$ cat src/hw/rtl/uart_motor_command_decoder_assert.svh
// Assertion helpers for the motor command decoder. They sample on clock and
// stay quiet while reset is high.
`ifndef UART_MOTOR_COMMAND_DECODER_ASSERT_SVH
`define UART_MOTOR_COMMAND_DECODER_ASSERT_SVH

// Check that a condition implies another in the same cycle.
`define UMCD_ASSERT_SAME(label, ante, cons, msg) \
   label: assert property (@(posedge clock) disable iff (reset) (ante) |-> (cons)) \
      else $error(msg);

// Check that a condition implies another in the next cycle.
`define UMCD_ASSERT_NEXT(label, ante, cons, msg) \
   label: assert property (@(posedge clock) disable iff (reset) (ante) |=> (cons)) \
      else $error(msg);

// Check that a condition never holds.
`define UMCD_ASSERT_NEVER(label, cond, msg) \
   label: assert property (@(posedge clock) disable iff (reset) !(cond)) \
      else $error(msg);

`endif

$ cat src/hw/rtl/umcd_pkg.sv
package umcd_pkg;

   // Default sizes
   localparam int FIELD_CHARS_DEF     = 4;
   localparam int IDLE_COUNT_BITS_DEF = 20;

   // Timeout register
   localparam int              CFG_BITS       = 20;
   localparam logic [CFG_BITS-1:0] AUTO_OFF_RESET = 20'd2500;

   // Magnitude saturates one above the largest duty value
   localparam int             MAG_BITS = 9;
   localparam logic [MAG_BITS-1:0] MAG_CAP  = 9'd256;
   localparam logic [7:0]     SPEED_MAX = 8'd255;

   // Characters of the command set
   localparam logic [7:0] CH_LEFT   = 8'h4C;
   localparam logic [7:0] CH_RIGHT  = 8'h52;
   localparam logic [7:0] CH_HORN   = 8'h48;
   localparam logic [7:0] CH_FLASH  = 8'h46;
   localparam logic [7:0] CH_CR     = 8'h0D;
   localparam logic [7:0] CH_TAB    = 8'h09;
   localparam logic [7:0] CH_LF     = 8'h0A;
   localparam logic [7:0] CH_VT     = 8'h0B;
   localparam logic [7:0] CH_FF     = 8'h0C;
   localparam logic [7:0] CH_SPACE  = 8'h20;
   localparam logic [7:0] CH_PLUS   = 8'h2B;
   localparam logic [7:0] CH_MINUS  = 8'h2D;
   localparam logic [7:0] CH_ZERO   = 8'h30;
   localparam logic [7:0] CH_NINE   = 8'h39;

   // Parsed value of one decimal field
   typedef struct packed {
      logic                neg;
      logic [MAG_BITS-1:0] mag;
   } field_value_type;

   // Drive of one motor
   typedef struct packed {
      logic [7:0] speed;
      logic       reverse;
   } motor_drive_type;

   // Map a signed field value to duty and direction
   function automatic motor_drive_type drive_of(input field_value_type f);
      logic [7:0]      m;
      motor_drive_type d;
      m = (f.mag > MAG_BITS'(SPEED_MAX)) ? SPEED_MAX : f.mag[7:0];
      if (m == 8'd0) begin
         d.speed   = 8'd0;
         d.reverse = 1'b0;
      end else if (f.neg) begin
         d.speed   = SPEED_MAX - m;
         d.reverse = 1'b1;
      end else begin
         d.speed   = m;
         d.reverse = 1'b0;
      end
      return d;
   endfunction

endpackage

$ cat src/hw/rtl/umcd_num_field.sv
module umcd_num_field #(
   parameter int LIMIT = 4
) (
   input  logic                       clock,
   input  logic                       reset,
   input  logic                       clear,
   input  logic                       feed,
   input  logic [7:0]                 rx_byte,
   output umcd_pkg::field_value_type  value
);
   import umcd_pkg::*;

   localparam int CNT_BITS = $clog2(LIMIT + 1);
   localparam int ACC_BITS = MAG_BITS + 3;

   localparam logic [1:0] PH_SKIP = 2'd0;
   localparam logic [1:0] PH_NUM  = 2'd1;
   localparam logic [1:0] PH_STOP = 2'd2;

   logic [CNT_BITS-1:0] count_ff, count_in;
   logic [1:0]          phase_ff, phase_in;
   logic                neg_ff, neg_in;
   logic [MAG_BITS-1:0] mag_ff, mag_in;

   logic                is_digit;
   logic                is_blank;
   logic                is_sign;
   logic [ACC_BITS-1:0] acc;
   logic [MAG_BITS-1:0] acc_sat;

   // Classify the word and build mag * 10 + digit
   always_comb begin
      is_digit = (rx_byte >= CH_ZERO) && (rx_byte <= CH_NINE);
      is_blank = (rx_byte == CH_SPACE) || (rx_byte == CH_LF) || (rx_byte == CH_VT) ||
                 (rx_byte == CH_FF) || (rx_byte == CH_TAB) || (rx_byte == CH_CR);
      is_sign  = (rx_byte == CH_PLUS) || (rx_byte == CH_MINUS);
      acc      = {mag_ff, 3'b000} + {2'b00, mag_ff, 1'b0} + {{(ACC_BITS-4){1'b0}}, rx_byte[3:0]};
      acc_sat  = (acc > ACC_BITS'(MAG_CAP)) ? MAG_CAP : acc[MAG_BITS-1:0];
   end

   // Advance the atoi-style parse by one character
   always_comb begin
      count_in = count_ff;
      phase_in = phase_ff;
      neg_in   = neg_ff;
      mag_in   = mag_ff;
      if (clear) begin
         count_in = '0;
         phase_in = PH_SKIP;
         neg_in   = 1'b0;
         mag_in   = '0;
      end else if (feed && (count_ff < CNT_BITS'(LIMIT))) begin
         count_in = count_ff + CNT_BITS'(1);
         case (phase_ff)
            PH_SKIP: begin
               if (is_blank) begin
                  phase_in = PH_SKIP;
               end else if (is_sign) begin
                  neg_in   = (rx_byte == CH_MINUS);
                  phase_in = PH_NUM;
               end else if (!is_digit) begin
                  phase_in = PH_STOP;
               end else begin
                  phase_in = PH_NUM;
                  mag_in   = acc_sat;
               end
            end
            PH_NUM: begin
               if (!is_digit) begin
                  phase_in = PH_STOP;
               end else begin
                  mag_in = acc_sat;
               end
            end
            default: begin
               phase_in = PH_STOP;
            end
         endcase
      end
   end

   always_ff @(posedge clock) begin
      if (reset) begin
         count_ff <= '0;
         phase_ff <= PH_SKIP;
         neg_ff   <= 1'b0;
         mag_ff   <= '0;
      end else begin
         count_ff <= count_in;
         phase_ff <= phase_in;
         neg_ff   <= neg_in;
         mag_ff   <= mag_in;
      end
   end

   assign value.neg = neg_ff;
   assign value.mag = mag_ff;

endmodule

$ cat src/hw/rtl/uart_motor_command_decoder.sv
// Serial drive-command decoder for a two-motor robot. Each input word is either a
// received UART byte or a one-millisecond tick, and each gives exactly one result
// word with the current left/right PWM duty and direction, the horn, and a
// timeout flag. 'L', 'R' and 'H' start a new decimal field (up to FIELD_CHARS
// characters for the motors and one for the horn, sign and blanks included); a
// carriage return applies the fields, and following non-command bytes apply them
// again. After csr auto_off_ms idle ticks since the last byte, all drive is forced
// to zero until the next apply. rsp_valid rises once the req word has passed the
// input register and then the result register; one word is accepted every cycle
// while the result register is empty or rsp_ready is high, as the parse and idle
// state update with each word. Write the csr only while no word is in flight.
module uart_motor_command_decoder #(
   parameter int FIELD_CHARS     = umcd_pkg::FIELD_CHARS_DEF,
   parameter int IDLE_COUNT_BITS = umcd_pkg::IDLE_COUNT_BITS_DEF
) (
   input  logic                          clock,
   input  logic                          reset,
   input  logic                          csr_wr_en,
   input  logic [umcd_pkg::CFG_BITS-1:0] csr_wr_data,
   input  logic                          req_valid,
   output logic                          req_ready,
   input  logic                          req_command,
   input  logic [7:0]                    req_rx_byte,
   output logic                          rsp_valid,
   input  logic                          rsp_ready,
   output logic [7:0]                    rsp_left_speed,
   output logic                          rsp_left_reverse,
   output logic [7:0]                    rsp_right_speed,
   output logic                          rsp_right_reverse,
   output logic                          rsp_horn_on,
   output logic                          rsp_timed_out
);
   import umcd_pkg::*;

   `include "uart_motor_command_decoder_assert.svh"

   localparam int CMP_BITS = (IDLE_COUNT_BITS > CFG_BITS) ? IDLE_COUNT_BITS : CFG_BITS;

   localparam logic [2:0] MODE_NONE  = 3'd0;
   localparam logic [2:0] MODE_LEFT  = 3'd1;
   localparam logic [2:0] MODE_RIGHT = 3'd2;
   localparam logic [2:0] MODE_HORN  = 3'd3;
   localparam logic [2:0] MODE_FLASH = 3'd4;
   localparam logic [2:0] MODE_END   = 3'd5;
   localparam logic [2:0] MODE_TAB   = 3'd6;

   typedef struct packed {
      motor_drive_type left;
      motor_drive_type right;
      logic            horn;
   } drive_type;

   logic [CFG_BITS-1:0]        auto_off_ff;
   logic                       in_vld_ff, in_vld_in;
   logic                       in_cmd_ff;
   logic [7:0]                 in_byte_ff;
   logic [2:0]                 mode_ff, mode_in;
   logic [IDLE_COUNT_BITS-1:0] idle_ff, idle_in;
   drive_type                  drive_ff, drive_in;
   logic                       rsp_vld_ff, rsp_vld_in;
   drive_type                  rsp_drive_ff;
   logic                       rsp_to_ff;

   logic            advance;
   logic            step;
   logic            is_byte;
   logic            forced;
   logic            apply;
   logic            feed_left, feed_right, feed_horn;
   logic            clear_left, clear_right, clear_horn;
   field_value_type left_val, right_val, horn_val;
   drive_type       applied;
   logic            rsp_quiet;
   logic            rev_full;

   // Handshake: result register frees the input register
   assign advance   = !rsp_vld_ff || rsp_ready;
   assign step      = in_vld_ff && advance;
   assign req_ready = !in_vld_ff || advance;
   assign in_vld_in = req_ready ? req_valid : in_vld_ff;
   assign rsp_vld_in = advance ? in_vld_ff : rsp_vld_ff;

   // Decode the command letters
   assign is_byte = step && !in_cmd_ff;
   always_comb begin
      mode_in = mode_ff;
      if (is_byte) begin
         case (in_byte_ff)
            CH_LEFT:  mode_in = MODE_LEFT;
            CH_RIGHT: mode_in = MODE_RIGHT;
            CH_HORN:  mode_in = MODE_HORN;
            CH_FLASH: mode_in = MODE_FLASH;
            CH_CR:    mode_in = MODE_END;
            CH_TAB:   mode_in = MODE_TAB;
            default:  mode_in = mode_ff;
         endcase
      end
   end

   assign clear_left  = is_byte && (in_byte_ff == CH_LEFT);
   assign clear_right = is_byte && (in_byte_ff == CH_RIGHT);
   assign clear_horn  = is_byte && (in_byte_ff == CH_HORN);
   assign feed_left   = is_byte && (mode_in == MODE_LEFT) && (in_byte_ff != CH_LEFT);
   assign feed_right  = is_byte && (mode_in == MODE_RIGHT) && (in_byte_ff != CH_RIGHT);
   assign feed_horn   = is_byte && (mode_in == MODE_HORN) && (in_byte_ff != CH_HORN);
   assign apply       = is_byte && (mode_in == MODE_END);

   umcd_num_field #(.LIMIT(FIELD_CHARS)) u_left (
      .clock   (clock),
      .reset   (reset),
      .clear   (clear_left),
      .feed    (feed_left),
      .rx_byte (in_byte_ff),
      .value   (left_val)
   );

   umcd_num_field #(.LIMIT(FIELD_CHARS)) u_right (
      .clock   (clock),
      .reset   (reset),
      .clear   (clear_right),
      .feed    (feed_right),
      .rx_byte (in_byte_ff),
      .value   (right_val)
   );

   umcd_num_field #(.LIMIT(1)) u_horn (
      .clock   (clock),
      .reset   (reset),
      .clear   (clear_horn),
      .feed    (feed_horn),
      .rx_byte (in_byte_ff),
      .value   (horn_val)
   );

   // Clear idle count on a byte, saturate on ticks
   always_comb begin
      idle_in = idle_ff;
      if (step) begin
         if (!in_cmd_ff) begin
            idle_in = '0;
         end else if (idle_ff != {IDLE_COUNT_BITS{1'b1}}) begin
            idle_in = idle_ff + IDLE_COUNT_BITS'(1);
         end
      end
   end

   assign forced = CMP_BITS'(idle_in) >= CMP_BITS'(auto_off_ff);

   // Apply fields, then force off on timeout
   always_comb begin
      applied.left  = drive_of(left_val);
      applied.right = drive_of(right_val);
      applied.horn  = (horn_val.mag != '0);
      drive_in = drive_ff;
      if (step) begin
         if (forced) begin
            drive_in = '0;
         end else if (apply) begin
            drive_in = applied;
         end
      end
   end

   always_ff @(posedge clock) begin
      if (reset) begin
         auto_off_ff <= AUTO_OFF_RESET;
         in_vld_ff   <= 1'b0;
         rsp_vld_ff  <= 1'b0;
         mode_ff     <= MODE_NONE;
         idle_ff     <= '0;
         drive_ff    <= '0;
      end else begin
         if (csr_wr_en) begin
            auto_off_ff <= csr_wr_data;
         end
         in_vld_ff  <= in_vld_in;
         rsp_vld_ff <= rsp_vld_in;
         mode_ff    <= mode_in;
         idle_ff    <= idle_in;
         drive_ff   <= drive_in;
      end
   end

   // Payload registers
   always_ff @(posedge clock) begin
      if (req_valid && req_ready) begin
         in_cmd_ff  <= req_command;
         in_byte_ff <= req_rx_byte;
      end
      if (step) begin
         rsp_drive_ff <= drive_in;
         rsp_to_ff    <= forced;
      end
   end

   assign rsp_valid         = rsp_vld_ff;
   assign rsp_left_speed    = rsp_drive_ff.left.speed;
   assign rsp_left_reverse  = rsp_drive_ff.left.reverse;
   assign rsp_right_speed   = rsp_drive_ff.right.speed;
   assign rsp_right_reverse = rsp_drive_ff.right.reverse;
   assign rsp_horn_on       = rsp_drive_ff.horn;
   assign rsp_timed_out     = rsp_to_ff;

   // Conditions watched by the checks below
   assign rsp_quiet = (rsp_left_speed == 8'd0) && (rsp_right_speed == 8'd0) && !rsp_horn_on;
   assign rev_full  = (drive_ff.left.reverse && (drive_ff.left.speed == SPEED_MAX)) ||
                      (drive_ff.right.reverse && (drive_ff.right.speed == SPEED_MAX));

   // Timeout result carries no drive
   `UMCD_ASSERT_SAME(a_timeout_quiet, rsp_valid && rsp_timed_out, rsp_quiet, "drive after timeout")
   // Received byte restarts the idle count
   `UMCD_ASSERT_NEXT(a_idle_cleared, step && !in_cmd_ff, idle_ff == '0, "idle not cleared")
   // Reverse drive never reaches full duty
   `UMCD_ASSERT_NEVER(a_reverse_duty, rev_full, "reverse drive at full duty")

endmodule
$ cat config.mk
export PLATFORM = sky130hd
export DESIGN_NAME = uart_motor_command_decoder
export DESIGN_NICKNAME = d
export VERILOG_FILES = /design/src/hw/rtl/umcd_pkg.sv /design/src/hw/rtl/umcd_num_field.sv /design/src/hw/rtl/uart_motor_command_decoder.sv
export VERILOG_INCLUDE_DIRS = /design/src /design/src/hw/rtl
export SDC_FILE = /design/constraint.sdc
export NUM_CORES = 1
export LEC_CHECK = 0
export BUFFER_PORTS_ARGS = -buffer_cell sky130_fd_sc_hd__buf_2
export CORE_ASPECT_RATIO = 0.8
export CORE_MARGIN = 2
export CORE_UTILIZATION = 45
export DETAILED_ROUTE_END_ITERATION = 8
export PLACE_DENSITY_LB_ADDON = 0.08
export SETUP_SLACK_MARGIN = 0.3
export SYNTH_ARGS = -nofsm -noshare
export SYNTH_HDL_FRONTEND = slang
export SYNTH_SLANG_ARGS = --single-unit
$ cat constraint.sdc
create_clock -name clock -period 4.3 [get_ports clock]
set_input_delay 0.215 -clock clock [delete_from_list [all_inputs] [get_ports clock]]
set_output_delay 0.215 -clock clock [all_outputs]
set_load 0.02 [all_outputs]
# --- Word-level counts from Yosys, hierarchy flattened ---
# Cells that the tools add are included.
classes:
  reduce_logical: 48
  add_sub_neg: 12
  n_mux: 36
  bitwise_logic: 1
  eq_ne: 32
  order_cmp: 11
ops:
  columns: ["cell", "n"]
  rows:
  - ["9-bit 2-to-1 mux", 16]
  - ["20-bit 2-to-1 mux", 3]
  - ["19-bit 2-to-1 mux", 3]
  - ["9-bit case mux with 2 select lines", 3]
  - ["8-bit by 4-bit equality test with 1-bit output, second input constant", 5]
  - ["12-bit by 10-bit adder with 12-bit output", 3]
  - ["12-bit by 4-bit adder with 12-bit output", 3]
  - ["12-bit by 9-bit > comparator with 1-bit output, second input constant", 3]
  - ["8-bit by 7-bit equality test with 1-bit output, second input constant", 4]
  - ["8-bit by 6-bit equality test with 1-bit output, second input constant", 3]
  - ["8-bit by 7-bit inequality test with 1-bit output, second input constant", 3]
  - ["20-bit by 1-bit adder with 20-bit output, second input constant", 1]
  - ["20-bit greater-or-equal comparator", 1]
  - ["20-bit inequality test, second input constant", 1]
  - ["4-bit AND reduction", 5]
  - ["9-bit by 8-bit > comparator with 1-bit output, second input constant", 2]
  - ["2-bit inequality test, second input constant", 9]
  - ["3-bit case mux with 6 select lines", 1]
  - ["1-bit logical AND", 17]
  - ["8-bit logical NOT", 2]
  - ["8-bit 2-to-1 mux", 2]
  - ["8-bit subtractor, first input constant", 2]
  - ["2-bit case mux with 2 select lines", 3]
  - ["9-bit nonzero test", 1]
  - ["other kinds (19)", 44]
totals:
  ff_bits: 135
  in_bits: 34

# --- Logic depth before layout (Yosys ltp) ---
depth:
  word_depth: 10
  mapped_depth: 18

# --- By module ---
# Synthesis repeated with hierarchy kept, for this count alone.
hier_totals:
  hier_cells: 953
  area_unflattened_um2: 8619.5
modules_own_cells:
  columns: ["module", "area_per_inst_um2", "seq_area_each_um2", "n_inst", "cells_per_inst"]
  rows:
  - ["uart_motor_command_decoder", 4623.2, 2152.1, 1, 476]
  - ["umcd_num_field at u_right", 1356.3, 300.3, 1, 163]
  - ["umcd_num_field at u_left", 1348.8, 300.3, 1, 162]
  - ["umcd_num_field at u_horn", 1291.2, 260.2, 1, 152]

# --- Worst setup path before layout ---
# Ideal clock, no wire load.
synth_timing:
  kind: "register to register"
  from: "reg idle_ff[3]"
  to: "reg rsp_drive_ff, in the netlist rsp_left_speed[0] (data pin)"
  path_slack_ns: 0.682
  path_stages_with_launch: 19
  t_arrival_ns: 3.466
  n_path_buf: 2
  synth_period_minus_slack_ns: 3.618
  setup_time_ns: 0.153
  path_cell_list: "dfxtp_1 and4_1 and4_1 clkbuf_1 a31o_2 nor2_1 nand2_1 xor2_1 nor2_1 ha_1 a21oi_1 nor2b_1 o21ai_0 nand3_1 o31ai_1 inv_1 a21o_1 clkbuf_1 o22ai_1"
synth_rtl:
  columns: ["item", "line_no", "rtl"]
  rows:
  - ["start: declaration", "uart_motor_command_decoder.sv:58", "logic [IDLE_COUNT_BITS-1:0] idle_ff, idle_in;"]
  - ["start signal: assignment", "uart_motor_command_decoder.sv:179", "idle_ff <= idle_in;"]
  - ["end signal: assignment", "uart_motor_command_decoder.sv:191", "rsp_drive_ff <= drive_in;"]
  - ["end: declaration", "uart_motor_command_decoder.sv:61", "drive_type rsp_drive_ff;"]

==> run summary <==
die area - 18800 um^2
Synth area leaders - dfxtp_1 (27%), ha_1 (12%), edfxtp_1 (11%)
MaxCap Viol Count - 0
Synth Flop Type - dfxtp_1
area of the core - 17400 um^2
Yosys reg bits - 135
first-iteration detailed-routing DRC count - 504
critical path fanouts, max - 15
CTS buffer count - 17
Setup CP Type - flip-flop to flip-flop
Antenna diodes - 0
share of post-route cells with drive strength above 1 - 13.1%
outcome - finished, final reports clean
Max-slew headroom - 34.2%
Initial Util - 46.0%
Post-Synthesis Cells - 872
R2R depth - 16
Synth area leader - dfxtp_1
Total Routing Usage GR - 21.4%
DR vias/cell - 5.64
Max Clock Skew - 0.00804 ns
# IOs - 56
register area share after synthesis - 37.5%
WHS Path Cells - 3
Area Growth Syn to Fin - 16.4%
Final nets - 1048
gp weighted congestion - 0.809
worst path bufs/invs - 1
async set or reset register ratio after synthesis - 0%
clock latency on the worst-skew pair - 0.42 ns
detailed placement HPWL - 14600 um
pin count of the biggest net entering global routing - 46
Final period util - 87.1%
vias in the first global route - 6431
CTS H-tree lvls - 4
CTS Buffer Depth - 2
Synth top area share - 26.6%
Reg clk slew, reported paths - 0.06 ns
Final ANT Viol Nets - 0
detailed-route via count - 6613
commonest non-fill, non-tap cell in the layout - nor2_1
final WL - 19600 um
DRC errors left - 0
setup TNS - 0 ns
crit path DAT - 4.00 ns
pwr/cell area - 333 nW/um^2
number of synthesized flops with an enable pin - 29
Critical Path End Type - flip-flop
fmax - 267 MHz
wire per inst - 16.7 um
die width - 153 um
unrepaired setup endpoints after global routing - no
cell chain of the critical path - and4_1, and4_4, a31o_2, nor2_4, nand3_1, xor2_1, nor2_1, ha_1, a21o_1, a21oi_2, a21oi_1, or2_2, o31ai_1, inv_1, a21o_4, o22ai_1
CP Depth - 16
Worst-Margin Slew - 0.988 ns
drt pass-1 iters - 8
CTS sink cnt - 135
initial antenna violation count - 0
startpoint types - flip-flop
Post-Syn Area - 7990 um^2
commonest non-fill, non-tap cells in the layout - nor2_1 (114), dfxtp_1 (106), ha_1 (74)
FP Rows - 43
CP max-delay cell - dfxtp_1
synthesized area per cell - 9.16 um^2
final hold violation count - 0
distinct cell type count after synthesis - 78
first-pass GRT wire length - 32300 um
class of the worst hold path - primary input to flip-flop
Congestion Overflow GR - 0
CTS tree - yes
# port buffers - 55
Setup-failing EPs final - 0
worst path required time - 4.55 ns
Final Max Tran Viols - 0
peak per-stage delay on the critical path - 0.40 ns
fin crit period - 3.74 ns
Syn Nets - 986
Yosys warning count - 0
root buf cell - clkbuf_16
Min Hold Slack - 0.0177 ns
die height - 123 um
maximum vdd drop - 0.000224 V
CP top delay family - compound AO/OA/AOI/OAI gates
Lkg Pwr - 0.00402 uW
## Yosys cell counts (16+ instances only)
cell type and number:
nor2_1 116, o21ai_0 28, inv_1 45, ha_1 74
clkbuf_1 23, xor2_1 22, dfxtp_1 106, mux2i_1 35
nand3_1 30, xnor2_1 25, o32ai_1 16, nand2_1 61
a21oi_1 34, edfxtp_1 29
## logic make-up after synthesis
group,after synthesis,share of synthesized area (%)
and+or+nand+nor,315,20.0
xor gates and xnor gates,47,5.15
AOI/OAI and AO/OA,181,15.9
adders and majority gates,80,13.1
muxes,36,4.53
buffers and inverters,78,3.82
DFF,135,37.5
## path summary, 6_finish.rpt
| path | from | end | slack (ns) |
|---|---|---|---|
| hold / removal | csr_wr_data[2] | auto_off_ff[2]$_SDFFE_PP1P_ | 0.02 |
| hold reg to reg | drive_ff[6]$_SDFF_PP0_ | drive_ff[6]$_SDFF_PP0_ | 0.48 |
| setup / recovery | idle_ff[3]$_SDFF_PP0_ | rsp_right_speed[0]$_DFFE_PP_ | 0.56 |
| setup reg to reg | idle_ff[3]$_SDFF_PP0_ | rsp_right_speed[0]$_DFFE_PP_ | 0.56 |
## metrics by stage
stage | util, % | total power (uW) | setup slack (ns) | cells | cell area [um^2]
finish | 53.5 | 3090 | 0.555 | 1172 | 9300
global route | 53.5 | 3200 | 0.308 | 1172 | 9300
CTS | 53.1 | 3120 | 0.322 | 1170 | 9230
detailed placement | 48.8 | 1530 | 0.00979 | 1129 | 8480
global placement | 48.8 | 1530 | 0.173 | 1129 | 8480
floorplan | - | 1470 | 0.682 | 872 | 7990
## registers in the layout (all words and copies together), names as in the netlist, 2 cells and up
signal,flops
u_left.count_ff,3
u_right.phase_ff,2
u_left.mag_ff,9
auto_off_ff,20
rsp_right_speed,8
u_right.count_ff,3
u_horn.phase_ff,2
in_byte_ff,8
u_horn.mag_ff,9
u_right.mag_ff,9
drive_ff,19
rsp_left_speed,8
u_left.phase_ff,2
mode_ff,3
idle_ff,20
## report_power, final
part / total (uW) / switching [uW] / internal (uW)
logic: 171 / 105 / 66.2
clock network: 1580 / 553 / 1030
registers: 1340 / 23.9 / 1320
## layer usage
layer,vias up,global-route usage [%],part of all wire [%]
met3,13,4.24,3.7
met2,147,32.9,43
li1,3324,-,-
met4,0,5.56,0.82
met5,-,0,0
met1,3129,30.9,52
## cell type report
type / instances / area [um^2]
well taps: 225 / 282
fillers: 1567 / 8080
repair buffers: 74 / 440
flip-flops and latches: 135 / 2990
multi-input cells: 660 / 4770
inverters: 46 / 173
clock buffers: 19 / 433
clock inverters: 13 / 203
## tightest hold or removal path: cells and delay by family
kind / cells / cell delay (ns)
and+or+nand+nor: 1 / 0.04
AOI/OAI and AO/OA: 1 / 0.06
buffers and inverters: 1 / 0.07
## what timing repair did
| item | in CTS | in global routing |
|---|---|---|
| buffers inserted | 0 | 1 |
| hold buffers | 9 | 0 |
| gates cloned | 0 | 1 |
| pin swaps | 0 | 0 |
| endpoints found under the setup margin | 30 | 36 |
| hold endpoints to repair | 9 | 0 |
| resized for setup | 6 | 10 |
No activity file was read; power rests on OpenSTA's default activity.
